File: config.mk
export PLATFORM = sky130hd
export DESIGN_NAME = bridge_adc_serial_readout_averager
export DESIGN_NICKNAME = d
export VERILOG_FILES = /design/src/rtl/core/bsra_pkg.sv /design/src/rtl/core/bsra_div.sv /design/src/rtl/core/bridge_adc_serial_readout_averager.sv
export SDC_FILE = /design/constraint.sdc
export NUM_CORES = 1
export LEC_CHECK = 0
export ABC_AREA = 1
export BUFFER_PORTS_ARGS = -buffer_cell sky130_fd_sc_hd__buf_2
export CORE_ASPECT_RATIO = 0.9
export CORE_MARGIN = 2
export CORE_UTILIZATION = 35
export DETAILED_ROUTE_END_ITERATION = 8
export PLACE_DENSITY = 0.57
export SLEW_MARGIN = 20
export SYNTH_ARGS = -nofsm -noshare
export SYNTH_HDL_FRONTEND = slang
export SYNTH_SLANG_ARGS = --single-unit
File: constraint.sdc
create_clock -name clk_i -period 3.3 [get_ports clk_i]
set_clock_uncertainty 0.2 [all_clocks]
set_input_delay 0.495 -clock clk_i [delete_from_list [all_inputs] [get_ports clk_i]]
set_output_delay 0.495 -clock clk_i [all_outputs]
set_load 0.02 [all_outputs]
File: src/rtl/core/bsra_pkg.sv
// Shared constants for the bridge converter serial readout and averager.
package bsra_pkg;

  localparam int unsigned SampleBitsDef = 24;
  localparam int unsigned MaxAverageDef = 1024;

  localparam int unsigned CfgDataW  = 25;
  localparam int unsigned CfgAddrW  = 2;
  localparam int unsigned AvgCountW = 11;
  localparam int unsigned TimeoutW  = 25;
  localparam int unsigned HoldW     = 16;

  localparam logic [CfgAddrW-1:0] CFG_AVG_COUNT = 2'd0;
  localparam logic [CfgAddrW-1:0] CFG_TIMEOUT   = 2'd1;
  localparam logic [CfgAddrW-1:0] CFG_HOLD      = 2'd2;

  localparam logic [AvgCountW-1:0] AvgCountRst = 11'd1;
  localparam logic [TimeoutW-1:0]  TimeoutRst  = 25'd23232323;
  localparam logic [HoldW-1:0]     HoldRst     = 16'd52;

  localparam int unsigned ReqW = 2;

  localparam logic [ReqW-1:0] REQ_TICK  = 2'd0;
  localparam logic [ReqW-1:0] REQ_READ  = 2'd1;
  localparam logic [ReqW-1:0] REQ_RESET = 2'd2;
  localparam logic [ReqW-1:0] REQ_PDOWN = 2'd3;

endpackage

File: src/rtl/core/bsra_div.sv
// Restoring divider, one quotient bit per cycle.
module bsra_div #(
  parameter int unsigned NUM_W = 34,
  parameter int unsigned DEN_W = 11
) (
  input  logic             clk_i,
  input  logic             rst_ni,
  input  logic             start_i,
  input  logic [NUM_W-1:0] num_i,
  input  logic [DEN_W-1:0] den_i,
  output logic             done_o,
  output logic [NUM_W-1:0] quo_o
);

  localparam int unsigned StepW = $clog2(NUM_W + 1);

  logic             busy_q;
  logic [StepW-1:0] step_q;
  logic             done_q;
  logic [DEN_W-1:0] rem_q;
  logic [DEN_W-1:0] den_q;
  logic [NUM_W-1:0] quo_q;

  logic [DEN_W:0]   trial;
  logic [DEN_W:0]   diff;
  logic             fits;
  logic [DEN_W-1:0] rem_d;

  assign trial = {rem_q, quo_q[NUM_W-1]};
  assign diff  = trial - {1'b0, den_q};
  assign fits  = trial >= {1'b0, den_q};
  assign rem_d = fits ? diff[DEN_W-1:0] : trial[DEN_W-1:0];

  always_ff @(posedge clk_i or negedge rst_ni) begin
    if (!rst_ni) begin
      busy_q <= 1'b0;
      step_q <= '0;
      done_q <= 1'b0;
    end else begin
      done_q <= 1'b0;
      if (start_i) begin
        busy_q <= 1'b1;
        step_q <= StepW'(NUM_W);
      end else if (busy_q) begin
        step_q <= step_q - 1'b1;
        if (step_q == StepW'(1)) begin
          busy_q <= 1'b0;
          done_q <= 1'b1;
        end
      end
    end
  end

  always_ff @(posedge clk_i) begin
    if (start_i) begin
      den_q <= den_i;
      quo_q <= num_i;
      rem_q <= '0;
    end else if (busy_q) begin
      quo_q <= {quo_q[NUM_W-2:0], fits};
      rem_q <= rem_d;
    end
  end

  assign done_o = done_q;
  assign quo_o  = quo_q;

endmodule

File: src/rtl/core/bridge_adc_serial_readout_averager.sv
// Top level: two-wire bridge converter readout with averaging.
//
// Each input item is one serial clock half-period tick: a request code and the
// sampled data/ready pin. Each accepted item yields exactly one result item:
// the clock level for the next half period, done, status, the averaged code
// and busy. A read runs average_count conversions (0 as 1, max MAX_AVERAGE) of
// SAMPLE_BITS bits each, reporting the truncated mean of the offset-binary codes.
// The result of every tick is registered in the cycle after acceptance, except
// the last tick of a read, whose result waits for the restoring divider, which
// produces one quotient bit per cycle. Throughput is one item per cycle outside
// that divide while the receiver keeps taking results.
// The input is ready when no divide runs and the output register is empty or
// is being taken in the same cycle; a stalled receiver therefore holds off
// the next item, and the pending result stays unchanged.
// Configuration writes take effect at the next edge; write only while idle.
// Reset returns the sequence to idle, its clock level low, config to defaults.
module bridge_adc_serial_readout_averager #(
  parameter int unsigned SAMPLE_BITS = bsra_pkg::SampleBitsDef,
  parameter int unsigned MAX_AVERAGE = bsra_pkg::MaxAverageDef
) (
  input  logic                          clk_i,
  input  logic                          rst_ni,
  input  logic                          cfg_we_i,
  input  logic [bsra_pkg::CfgAddrW-1:0] cfg_addr_i,
  input  logic [bsra_pkg::CfgDataW-1:0] cfg_wdata_i,
  input  logic                          in_valid_i,
  output logic                          in_ready_o,
  input  logic [bsra_pkg::ReqW-1:0]     req_type_i,
  input  logic                          data_pin_i,
  output logic                          out_valid_o,
  input  logic                          out_ready_i,
  output logic                          clock_pin_o,
  output logic                          done_res_o,
  output logic                          status_o,
  output logic [SAMPLE_BITS-1:0]        average_code_o,
  output logic                          busy_res_o
);

  import bsra_pkg::*;

  localparam int unsigned CntW  = $clog2(MAX_AVERAGE + 1);
  localparam int unsigned SumW  = SAMPLE_BITS + CntW;
  localparam int unsigned BitW  = $clog2(SAMPLE_BITS + 1);

  localparam logic [3:0] PH_IDLE  = 4'd0;
  localparam logic [3:0] PH_WAIT  = 4'd1;
  localparam logic [3:0] PH_SHI   = 4'd2;
  localparam logic [3:0] PH_SLO   = 4'd3;
  localparam logic [3:0] PH_REL   = 4'd4;
  localparam logic [3:0] PH_FIN   = 4'd5;
  localparam logic [3:0] PH_RHOLD = 4'd6;
  localparam logic [3:0] PH_REND  = 4'd7;
  localparam logic [3:0] PH_PHOLD = 4'd8;

  localparam logic SQ_IDLE = 1'b0;
  localparam logic SQ_DIV  = 1'b1;

  localparam logic [SAMPLE_BITS-1:0] TopBit = {1'b1, {(SAMPLE_BITS-1){1'b0}}};

  logic [AvgCountW-1:0] avg_cnt_q;
  logic [TimeoutW-1:0]  timeout_q;
  logic [HoldW-1:0]     hold_q;

  logic [3:0]             phase_q, phase_d;
  logic [SAMPLE_BITS-1:0] shift_q, shift_d;
  logic [BitW-1:0]        bits_q, bits_d;
  logic [CntW-1:0]        conv_q, conv_d;
  logic [SumW-1:0]        sum_q, sum_d;
  logic [TimeoutW-1:0]    wait_q, wait_d;
  logic [HoldW-1:0]       hcnt_q, hcnt_d;
  logic                   clk_lvl_q, clk_lvl_d;

  logic seq_q, seq_d;

  logic                   out_valid_q, out_valid_d;
  logic                   clock_pin_q, clock_pin_d;
  logic                   done_q, done_d;
  logic                   status_q, status_d;
  logic [SAMPLE_BITS-1:0] avg_q, avg_d;
  logic                   busy_q, busy_d;

  logic [31:0]         cnt_ext;
  logic [CntW-1:0]     eff_cnt;
  logic [HoldW-1:0]    eff_hold;
  logic                accept;
  logic                step_done;
  logic                step_status;
  logic                div_start;
  logic                div_done;
  logic [SumW-1:0]     div_quo;
  logic [CntW-1:0]     conv_inc;
  logic [BitW-1:0]     bits_inc;
  logic [TimeoutW-1:0] wait_inc;

  assign cnt_ext  = 32'(avg_cnt_q);
  assign eff_cnt  = (cnt_ext == 32'd0) ? CntW'(1) :
                    ((cnt_ext > MAX_AVERAGE) ? CntW'(MAX_AVERAGE) : CntW'(cnt_ext));
  assign eff_hold = (hold_q == '0) ? HoldW'(1) : hold_q;

  assign in_ready_o = (seq_q == SQ_IDLE) && (!out_valid_q || out_ready_i);
  assign accept     = in_valid_i && in_ready_o;

  assign conv_inc = conv_q + 1'b1;
  assign bits_inc = bits_q + 1'b1;
  assign wait_inc = wait_q + 1'b1;

  always_comb begin
    phase_d     = phase_q;
    shift_d     = shift_q;
    bits_d      = bits_q;
    conv_d      = conv_q;
    sum_d       = sum_q;
    wait_d      = wait_q;
    hcnt_d      = hcnt_q;
    clk_lvl_d   = clk_lvl_q;
    step_done   = 1'b0;
    step_status = 1'b0;
    unique case (phase_q)
      PH_IDLE: begin
        if (req_type_i == REQ_READ) begin
          sum_d     = '0;
          conv_d    = '0;
          wait_d    = '0;
          clk_lvl_d = 1'b0;
          phase_d   = PH_WAIT;
        end else if (req_type_i == REQ_RESET || req_type_i == REQ_PDOWN) begin
          hcnt_d    = HoldW'(1);
          clk_lvl_d = 1'b1;
          phase_d   = (req_type_i == REQ_RESET) ? PH_RHOLD : PH_PHOLD;
        end
      end
      PH_WAIT: begin
        if (!data_pin_i) begin
          shift_d   = '0;
          bits_d    = '0;
          clk_lvl_d = 1'b1;
          phase_d   = PH_SHI;
        end else begin
          wait_d = wait_inc;
          if (wait_inc >= timeout_q) begin
            step_done   = 1'b1;
            step_status = 1'b1;
            clk_lvl_d   = 1'b0;
            phase_d     = PH_IDLE;
          end
        end
      end
      PH_SHI: begin
        clk_lvl_d = 1'b0;
        phase_d   = PH_SLO;
      end
      PH_SLO: begin
        shift_d   = {shift_q[SAMPLE_BITS-2:0], data_pin_i};
        bits_d    = bits_inc;
        clk_lvl_d = 1'b1;
        phase_d   = (bits_inc >= BitW'(SAMPLE_BITS)) ? PH_REL : PH_SHI;
      end
      PH_REL: begin
        clk_lvl_d = 1'b0;
        sum_d     = sum_q + SumW'(shift_q ^ TopBit);
        conv_d    = conv_inc;
        if (conv_inc >= eff_cnt) begin
          phase_d = PH_FIN;
        end else begin
          wait_d  = '0;
          phase_d = PH_WAIT;
        end
      end
      PH_FIN: begin
        step_done   = 1'b1;
        step_status = !data_pin_i;
        clk_lvl_d   = 1'b0;
        phase_d     = PH_IDLE;
      end
      PH_RHOLD: begin
        if (hcnt_q >= eff_hold) begin
          clk_lvl_d = 1'b0;
          phase_d   = PH_REND;
        end else begin
          hcnt_d = hcnt_q + 1'b1;
        end
      end
      PH_REND: begin
        step_done   = 1'b1;
        step_status = !data_pin_i;
        phase_d     = PH_IDLE;
      end
      PH_PHOLD: begin
        if (hcnt_q >= eff_hold) begin
          step_done   = 1'b1;
          step_status = !data_pin_i;
          phase_d     = PH_IDLE;
        end else begin
          hcnt_d = hcnt_q + 1'b1;
        end
      end
      default: begin
        phase_d = PH_IDLE;
      end
    endcase
  end

  assign div_start = accept && (phase_q == PH_FIN);

  always_comb begin
    seq_d       = seq_q;
    out_valid_d = out_valid_q && !out_ready_i;
    clock_pin_d = clock_pin_q;
    done_d      = done_q;
    status_d    = status_q;
    avg_d       = avg_q;
    busy_d      = busy_q;
    unique case (seq_q)
      SQ_IDLE: begin
        if (accept) begin
          clock_pin_d = clk_lvl_d;
          done_d      = step_done;
          status_d    = step_status;
          avg_d       = '0;
          busy_d      = (phase_d != PH_IDLE);
          if (div_start) begin
            seq_d = SQ_DIV;
          end else begin
            out_valid_d = 1'b1;
          end
        end
      end
      SQ_DIV: begin
        if (div_done) begin
          avg_d       = div_quo[SAMPLE_BITS-1:0];
          out_valid_d = 1'b1;
          seq_d       = SQ_IDLE;
        end
      end
      default: begin
        seq_d = SQ_IDLE;
      end
    endcase
  end

  bsra_div #(
    .NUM_W (SumW),
    .DEN_W (CntW)
  ) u_div (
    .clk_i   (clk_i),
    .rst_ni  (rst_ni),
    .start_i (div_start),
    .num_i   (sum_q),
    .den_i   (eff_cnt),
    .done_o  (div_done),
    .quo_o   (div_quo)
  );

  always_ff @(posedge clk_i or negedge rst_ni) begin
    if (!rst_ni) begin
      avg_cnt_q   <= AvgCountRst;
      timeout_q   <= TimeoutRst;
      hold_q      <= HoldRst;
      phase_q     <= PH_IDLE;
      shift_q     <= '0;
      bits_q      <= '0;
      conv_q      <= '0;
      sum_q       <= '0;
      wait_q      <= '0;
      hcnt_q      <= '0;
      clk_lvl_q   <= 1'b0;
      seq_q       <= SQ_IDLE;
      out_valid_q <= 1'b0;
    end else begin
      if (cfg_we_i) begin
        unique case (cfg_addr_i)
          CFG_AVG_COUNT: avg_cnt_q <= cfg_wdata_i[AvgCountW-1:0];
          CFG_TIMEOUT:   timeout_q <= cfg_wdata_i[TimeoutW-1:0];
          CFG_HOLD:      hold_q    <= cfg_wdata_i[HoldW-1:0];
          default: begin
          end
        endcase
      end
      if (accept) begin
        phase_q   <= phase_d;
        shift_q   <= shift_d;
        bits_q    <= bits_d;
        conv_q    <= conv_d;
        sum_q     <= sum_d;
        wait_q    <= wait_d;
        hcnt_q    <= hcnt_d;
        clk_lvl_q <= clk_lvl_d;
      end
      seq_q       <= seq_d;
      out_valid_q <= out_valid_d;
    end
  end

  always_ff @(posedge clk_i) begin
    clock_pin_q <= clock_pin_d;
    done_q      <= done_d;
    status_q    <= status_d;
    avg_q       <= avg_d;
    busy_q      <= busy_d;
  end

  assign out_valid_o    = out_valid_q;
  assign clock_pin_o    = clock_pin_q;
  assign done_res_o     = done_q;
  assign status_o       = status_q;
  assign average_code_o = avg_q;
  assign busy_res_o     = busy_q;

endmodule

# Word level (Yosys, flattened, before mapping)
# Index checks and enable logic that the tools add are counted.
# classes
n_addsub	7
n_lt_le_gt_ge	6
eq_ne	23
mux	63
n_bitwise	2
n_reduce_logical	31
# ops
operator	n
$mux 35	3
$pmux 24 s2	2
$mux 25	3
$pmux 25 s3	1
$mux 24	3
$pmux 35 s2	1
$mux 16	4
$mux 11	4
$add 35x24->35	1
$logic_not 32->1	1
$pmux 16 s2	1
$mux 4	7
$pmux 4 s7	1
$add 25x1->25 const B	1
$ge 25x25->1	1
$pmux 11 s2	1
$mux 1	21
$add 16x1->16 const B	1
$eq 4x3->1 const B	4
$ge 16x16->1	1
$logic_not 16->1	1
$ne 2x2->1 const B	8
$ge 12x11->1	1
$mux 6	2
34 further kinds	58
# word_totals
register_bits	268
input_bits	35
wordCells	156

# Longest topological paths before layout
# depth
ltp_word	8
ltp_mapped	22
depth_no_buf	22

# Hierarchy
# Synthesis repeated with hierarchy kept, for this count alone.
# hier_totals
cells_unflattened	2000
area_unflattened_um2	15733.8
# modules_own_cells
module	instances	cells_each	area_each_um2	seq_area_each_um2
bridge_adc_serial_readout_averager	1	1585	12231.7	5242.5
bsra_div	1	415	3502.1	1801.7

# Worst setup path before layout
# No wires, ideal clock.
# synth_path
kind	reg2reg
from	register wait_q[0]
to	register busy_q (netlist: busy_res_o), data pin
arrival_time_ns	2.601
required_ns	2.845
slack_ns	0.244
stages_incl_launch_ff	17
period_less_slack_ns	3.056
path_cell_list	dfrtp_1 > ha_1 > nand2_1 > nor3_4 > nand3_2 > nor3_1 > xnor2_1 > inv_1 > ha_1 > nand4_1 > or2_2 > nor2_1 > nand2_1 > nand3_1 > o211ai_1 > nor2_1 > nand2_1
# synth_via
elab_chain_cells	6
# synth_rtl
item	line_no	text
start: declaration	bridge_adc_serial_readout_averager.sv:69	logic [TimeoutW-1:0] wait_q, wait_d;
start signal: assignment	bridge_adc_serial_readout_averager.sv:285	wait_q <= wait_d;
$add 25x1->25	bridge_adc_serial_readout_averager.sv:105	assign wait_inc = wait_q + 1'b1;
$ge 25x25->1	bridge_adc_serial_readout_averager.sv:140	if (wait_inc >= timeout_q) begin
$mux 4	bridge_adc_serial_readout_averager.sv:140	
$mux 4	bridge_adc_serial_readout_averager.sv:133	if (!data_pin_i) begin
$pmux 4 s7	bridge_adc_serial_readout_averager.sv:118	unique case (phase_q)
$reduce_bool 4->1	bridge_adc_serial_readout_averager.sv:220	busy_d = (phase_d != PH_IDLE);
end signal: assignment	bridge_adc_serial_readout_averager.sv:299	busy_q <= busy_d;
end: declaration	bridge_adc_serial_readout_averager.sv:80	logic busy_q, busy_d;
# No other way between the ends.
# A chain may end at the register's enable or synchronous reset.

# Worst setup path in the final report
# layout_path
from	register wait_q[1]
to	register busy_q (netlist: busy_res_o), data pin
# Same word-level chain as after synthesis.

==> impl_results.md <==
* Startpoint of the worst-slack reg-to-reg timing path: wait_q[1]
* Core Region at 43150 um^2
* Detailed placement HPWL at around 28000 um
* Netlist cell types at 55
* Dominant register cell in the synthesized netlist: sky130_fd_sc_hd__dfrtp_1
* Slew Limit Fails at 0
* Initial antenna violation count at 0
* Worst setup slack after layout at between 0.01 and 0.015 ns
* Vias in the first global route at approximately 12000
* Instance count of the mapped netlist at between 1500 and 2000
* Standard-cell rows at around 70
* Clock buffer count from CTS at 31
* Drt via density at slightly below 5
* Setup violators final at 0
* CP startpoint: wait_q[1]
* Total routing usage reported by global routing at approximately 17%
* Growth of design area from synthesis to finish at 17.68%
* Clock H-tree levels at 1
* Power per standard cell area at between 800 and 900 nW/um^2
* Nets in the synthesized netlist at between 2000 and 2500
* Number of buffers between clock root and the deepest sink at 3
* Drc violations at 0
* Pre-CTS worst setup slack at -0.07333 ns
* Met1 usage at 23.84%
* Mean routed wirelength per cell at approximately 15 um
* Worst Hold Margin at between 0.05 and 0.06 ns
* CTS tree: done
* Nature of the critical path endpoint: register
* Beginning of the worst hold path: out_ready_i
* Total Routed Length at roughly 38000 um
* Proportion of synthesized flip-flops having asynchronous set or reset at roughly two thirds
* Total Die Area at 45680 um^2
* Setup repair after global routing missed its margin: yes
* Starting Density at between 30% and 40%
* Final period util at between 90% and 100%
* Number of antenna repair diodes at 0
* Clock latency of the later-clocked register in the worst-skew pair at slightly below 0.6 ns
* Worst Max-Slew Pin Slew at a little under 1 ns
* Synth Area per Inst at approximately 8.2 um^2
* Wire length of the first global-routing pass at around 62000 um
* Outcome: complete, no violations
* Placement Cell Area at about 17000 um^2
* Buffers added on ports at between 60 and 70
* Overflow left after global routing at 0
* Number of hold violations in the final report at 0
* I/O pin total at 65
* Root buffer cell: sky130_fd_sc_hd__clkbuf_16
* Synthesized cell area at ~15000 um^2
* Post-CTS clock slew at the launch and capture registers of the worst setup and hold paths at roughly 0.060 ns
* Pin count of the biggest net entering global routing at between 60 and 70
* Worst setup path class: reg -> reg
* Max transition margin at a little over a third
* Core Util, Final at 41.98%
* Worst hold path class: in -> reg
* Number of design-rule violations left by the first detailed-router iteration at 936
* Grt met3 use at between 2 and 2.5%
* Sequential share of the synthesized area at 45.76%
* Fmax at a little over 300 MHz
* Global-route track usage on met2 at between 20% and 30%
* Shortest period the worst path allows at approximately 3.3 ns
* Post-synthesis register bit count at ~270
* Global route hottest layer: met2
* First-pass iteration count of the detailed router at 5
* Leakage at roughly 0.0089 uW
* Largest fanout on the critical path at 4
* Post-synth EDFFs at between 70 and 80
* Number of maximum-capacitance constraint violations at 0
* Number of clock sinks seen by CTS at about 270
* CP required at 3.56 ns
* Commonest non-fill, non-tap cells in the layout: sky130_fd_sc_hd__nand2_1 (437), sky130_fd_sc_hd__inv_1 (287), sky130_fd_sc_hd__o21ai_0 (163), sky130_fd_sc_hd__dfrtp_1 (162), sky130_fd_sc_hd__nor2_1 (132)
* Ratio of cells with drive above 1 in the final layout at around 14%
* Final design area excluding fillers at 18110 um^2
* Critical Path Source Type: register
* Yosys synthesis warning count at 0
* DIE WIDTH at ~230 um
* Nets at ~2100
* Vias after detailed routing at 12660
* Peak ir drop on the vdd network at 0.0004646 V
* Arrival time reported for the critical path endpoint at between 3 and 4 ns
* Floorplan die height at 203.0 um
* Final RePlAce weighted congestion at ~0.93
* Antenna Nets Post-Route at 0
* Most common cell after layout, fill and taps aside: sky130_fd_sc_hd__nand2_1
## what timing repair did
| action | 4_1_cts | 5_1_grt |
|---|---|---|
| setup endpoints to repair | 1 | 31 |
| gates cloned | 0 | 1 |
| endpoints found under the hold margin | 58 | 0 |
| hold buffers | 15 | 0 |
| pin swaps | 4 | 30 |
| setup buffers | 3 | 8 |
| resized for setup | 3 | 54 |
## cell type report
cell class,count,area (um^2)
Inverter,304,1146
Clock buffer,50,968.4
Sequential cell,268,7048
Multi-Input combinational cell,1263,7229
Tap cell,555,694.4
Clock inverter,8,107.6
Fill cell,4299,25040
Timing Repair Buffer,127,920.9
## kinds of logic after synthesis
| logic type | after synthesis | share of synthesized area [%] |
|---|---|---|
| buf+inv | 349 | 8.835 |
| flops | 268 | 45.76 |
| mux | 1 | 0.1463 |
| xor+xnor | 47 | 2.674 |
| simple gates | 758 | 21.24 |
| compound gates | 361 | 13.44 |
| fa+ha+maj | 96 | 7.901 |
## report_power, final
part / switching [uW] / leakage, uW / internal, uW / total (uW)
registers: 751 / 0.00316 / 4700 / 5450
logic: 3620 / 0.00517 / 2090 / 5720
clock network: 1410 / 0.000530 / 2160 / 3560
## worst max-delay path, stage by stage, from the launching register on
cell and delay [ns]:
sky130_fd_sc_hd__dfrtp_1 0.43, sky130_fd_sc_hd__ha_4 0.18, sky130_fd_sc_hd__nand2_4 0.05, sky130_fd_sc_hd__nor3_4 0.25, sky130_fd_sc_hd__nand3_4 0.15, sky130_fd_sc_hd__nor2_4 0.17
sky130_fd_sc_hd__nand4_1 0.15, sky130_fd_sc_hd__xnor2_2 0.19, sky130_fd_sc_hd__ha_1 0.33, sky130_fd_sc_hd__nand2_1 0.07, sky130_fd_sc_hd__nand2_1 0.05, sky130_fd_sc_hd__nand2_1 0.06
sky130_fd_sc_hd__nand2_1 0.05, sky130_fd_sc_hd__nand2_1 0.05, sky130_fd_sc_hd__nand2_1 0.07, sky130_fd_sc_hd__a21oi_2 0.15, sky130_fd_sc_hd__nand3_2 0.16, sky130_fd_sc_hd__o211ai_1 0.25
sky130_fd_sc_hd__nor2_1 0.07, sky130_fd_sc_hd__nand2_1 0.06
## sequential cells by signal (all words and copies together) (netlist names), 5 cells and up
signal          flops
u_div.quo_o        35
sum_q              35
u_div.den_q        11
conv_q             11
u_div.rem_q        11
average_code_o     24
wait_q             25
timeout_q          25
u_div.step_q        6
avg_cnt_q          11
hcnt_q             16
hold_q             16
shift_q            24
bits_q              5
## worst paths after layout
kind | endpoint | slack, ns | cells after the start
setup / recovery | busy_res_o | 0.01 | 19
hold / removal | out_valid_o | 0.05 | 4
setup reg to reg | busy_res_o | 0.01 | 19
hold reg to reg | seq_q | 0.25 | 1
max in group asynchronous | sum_q[30] | 1.83 | 3
min in group asynchronous | hold_q[11] | 0.25 | 2
## metrics by stage
stage	instances	setup TNS, ns	power, uW
after floorplan	1880	0	9422
after global placement	2490	-0.001656	10890
after detailed placement	2490	-0.07333	11010
after CTS	2566	0	14680
after global routing	2575	-1.093	15930
final	2575	0	14730
## per-layer routing
layer | vias to the layer above | wire length [um]
met5 | - | 0
met3 | 53 | 1610
met4 | 0 | 685
li1 | 6413 | -
met1 | 5940 | 18620
met2 | 254 | 16750
## cells in the mapped netlist (all sizes together), types with 24 or more instances
cell type,n,area [um^2]
nor2,152,623.1
o22ai,48,356.6
dfrtp,165,4129
clkbuf,24,90.09
nand3,74,385.4
inv,301,1130
a21oi,87,439.2
nand4,30,187.7
o21ai,170,850.8
xor2,37,324.1
ha,94,1176
nor3,32,187.7
edfxtp,74,2222
nand2,447,1713
(Power assumes the default switching activity.)
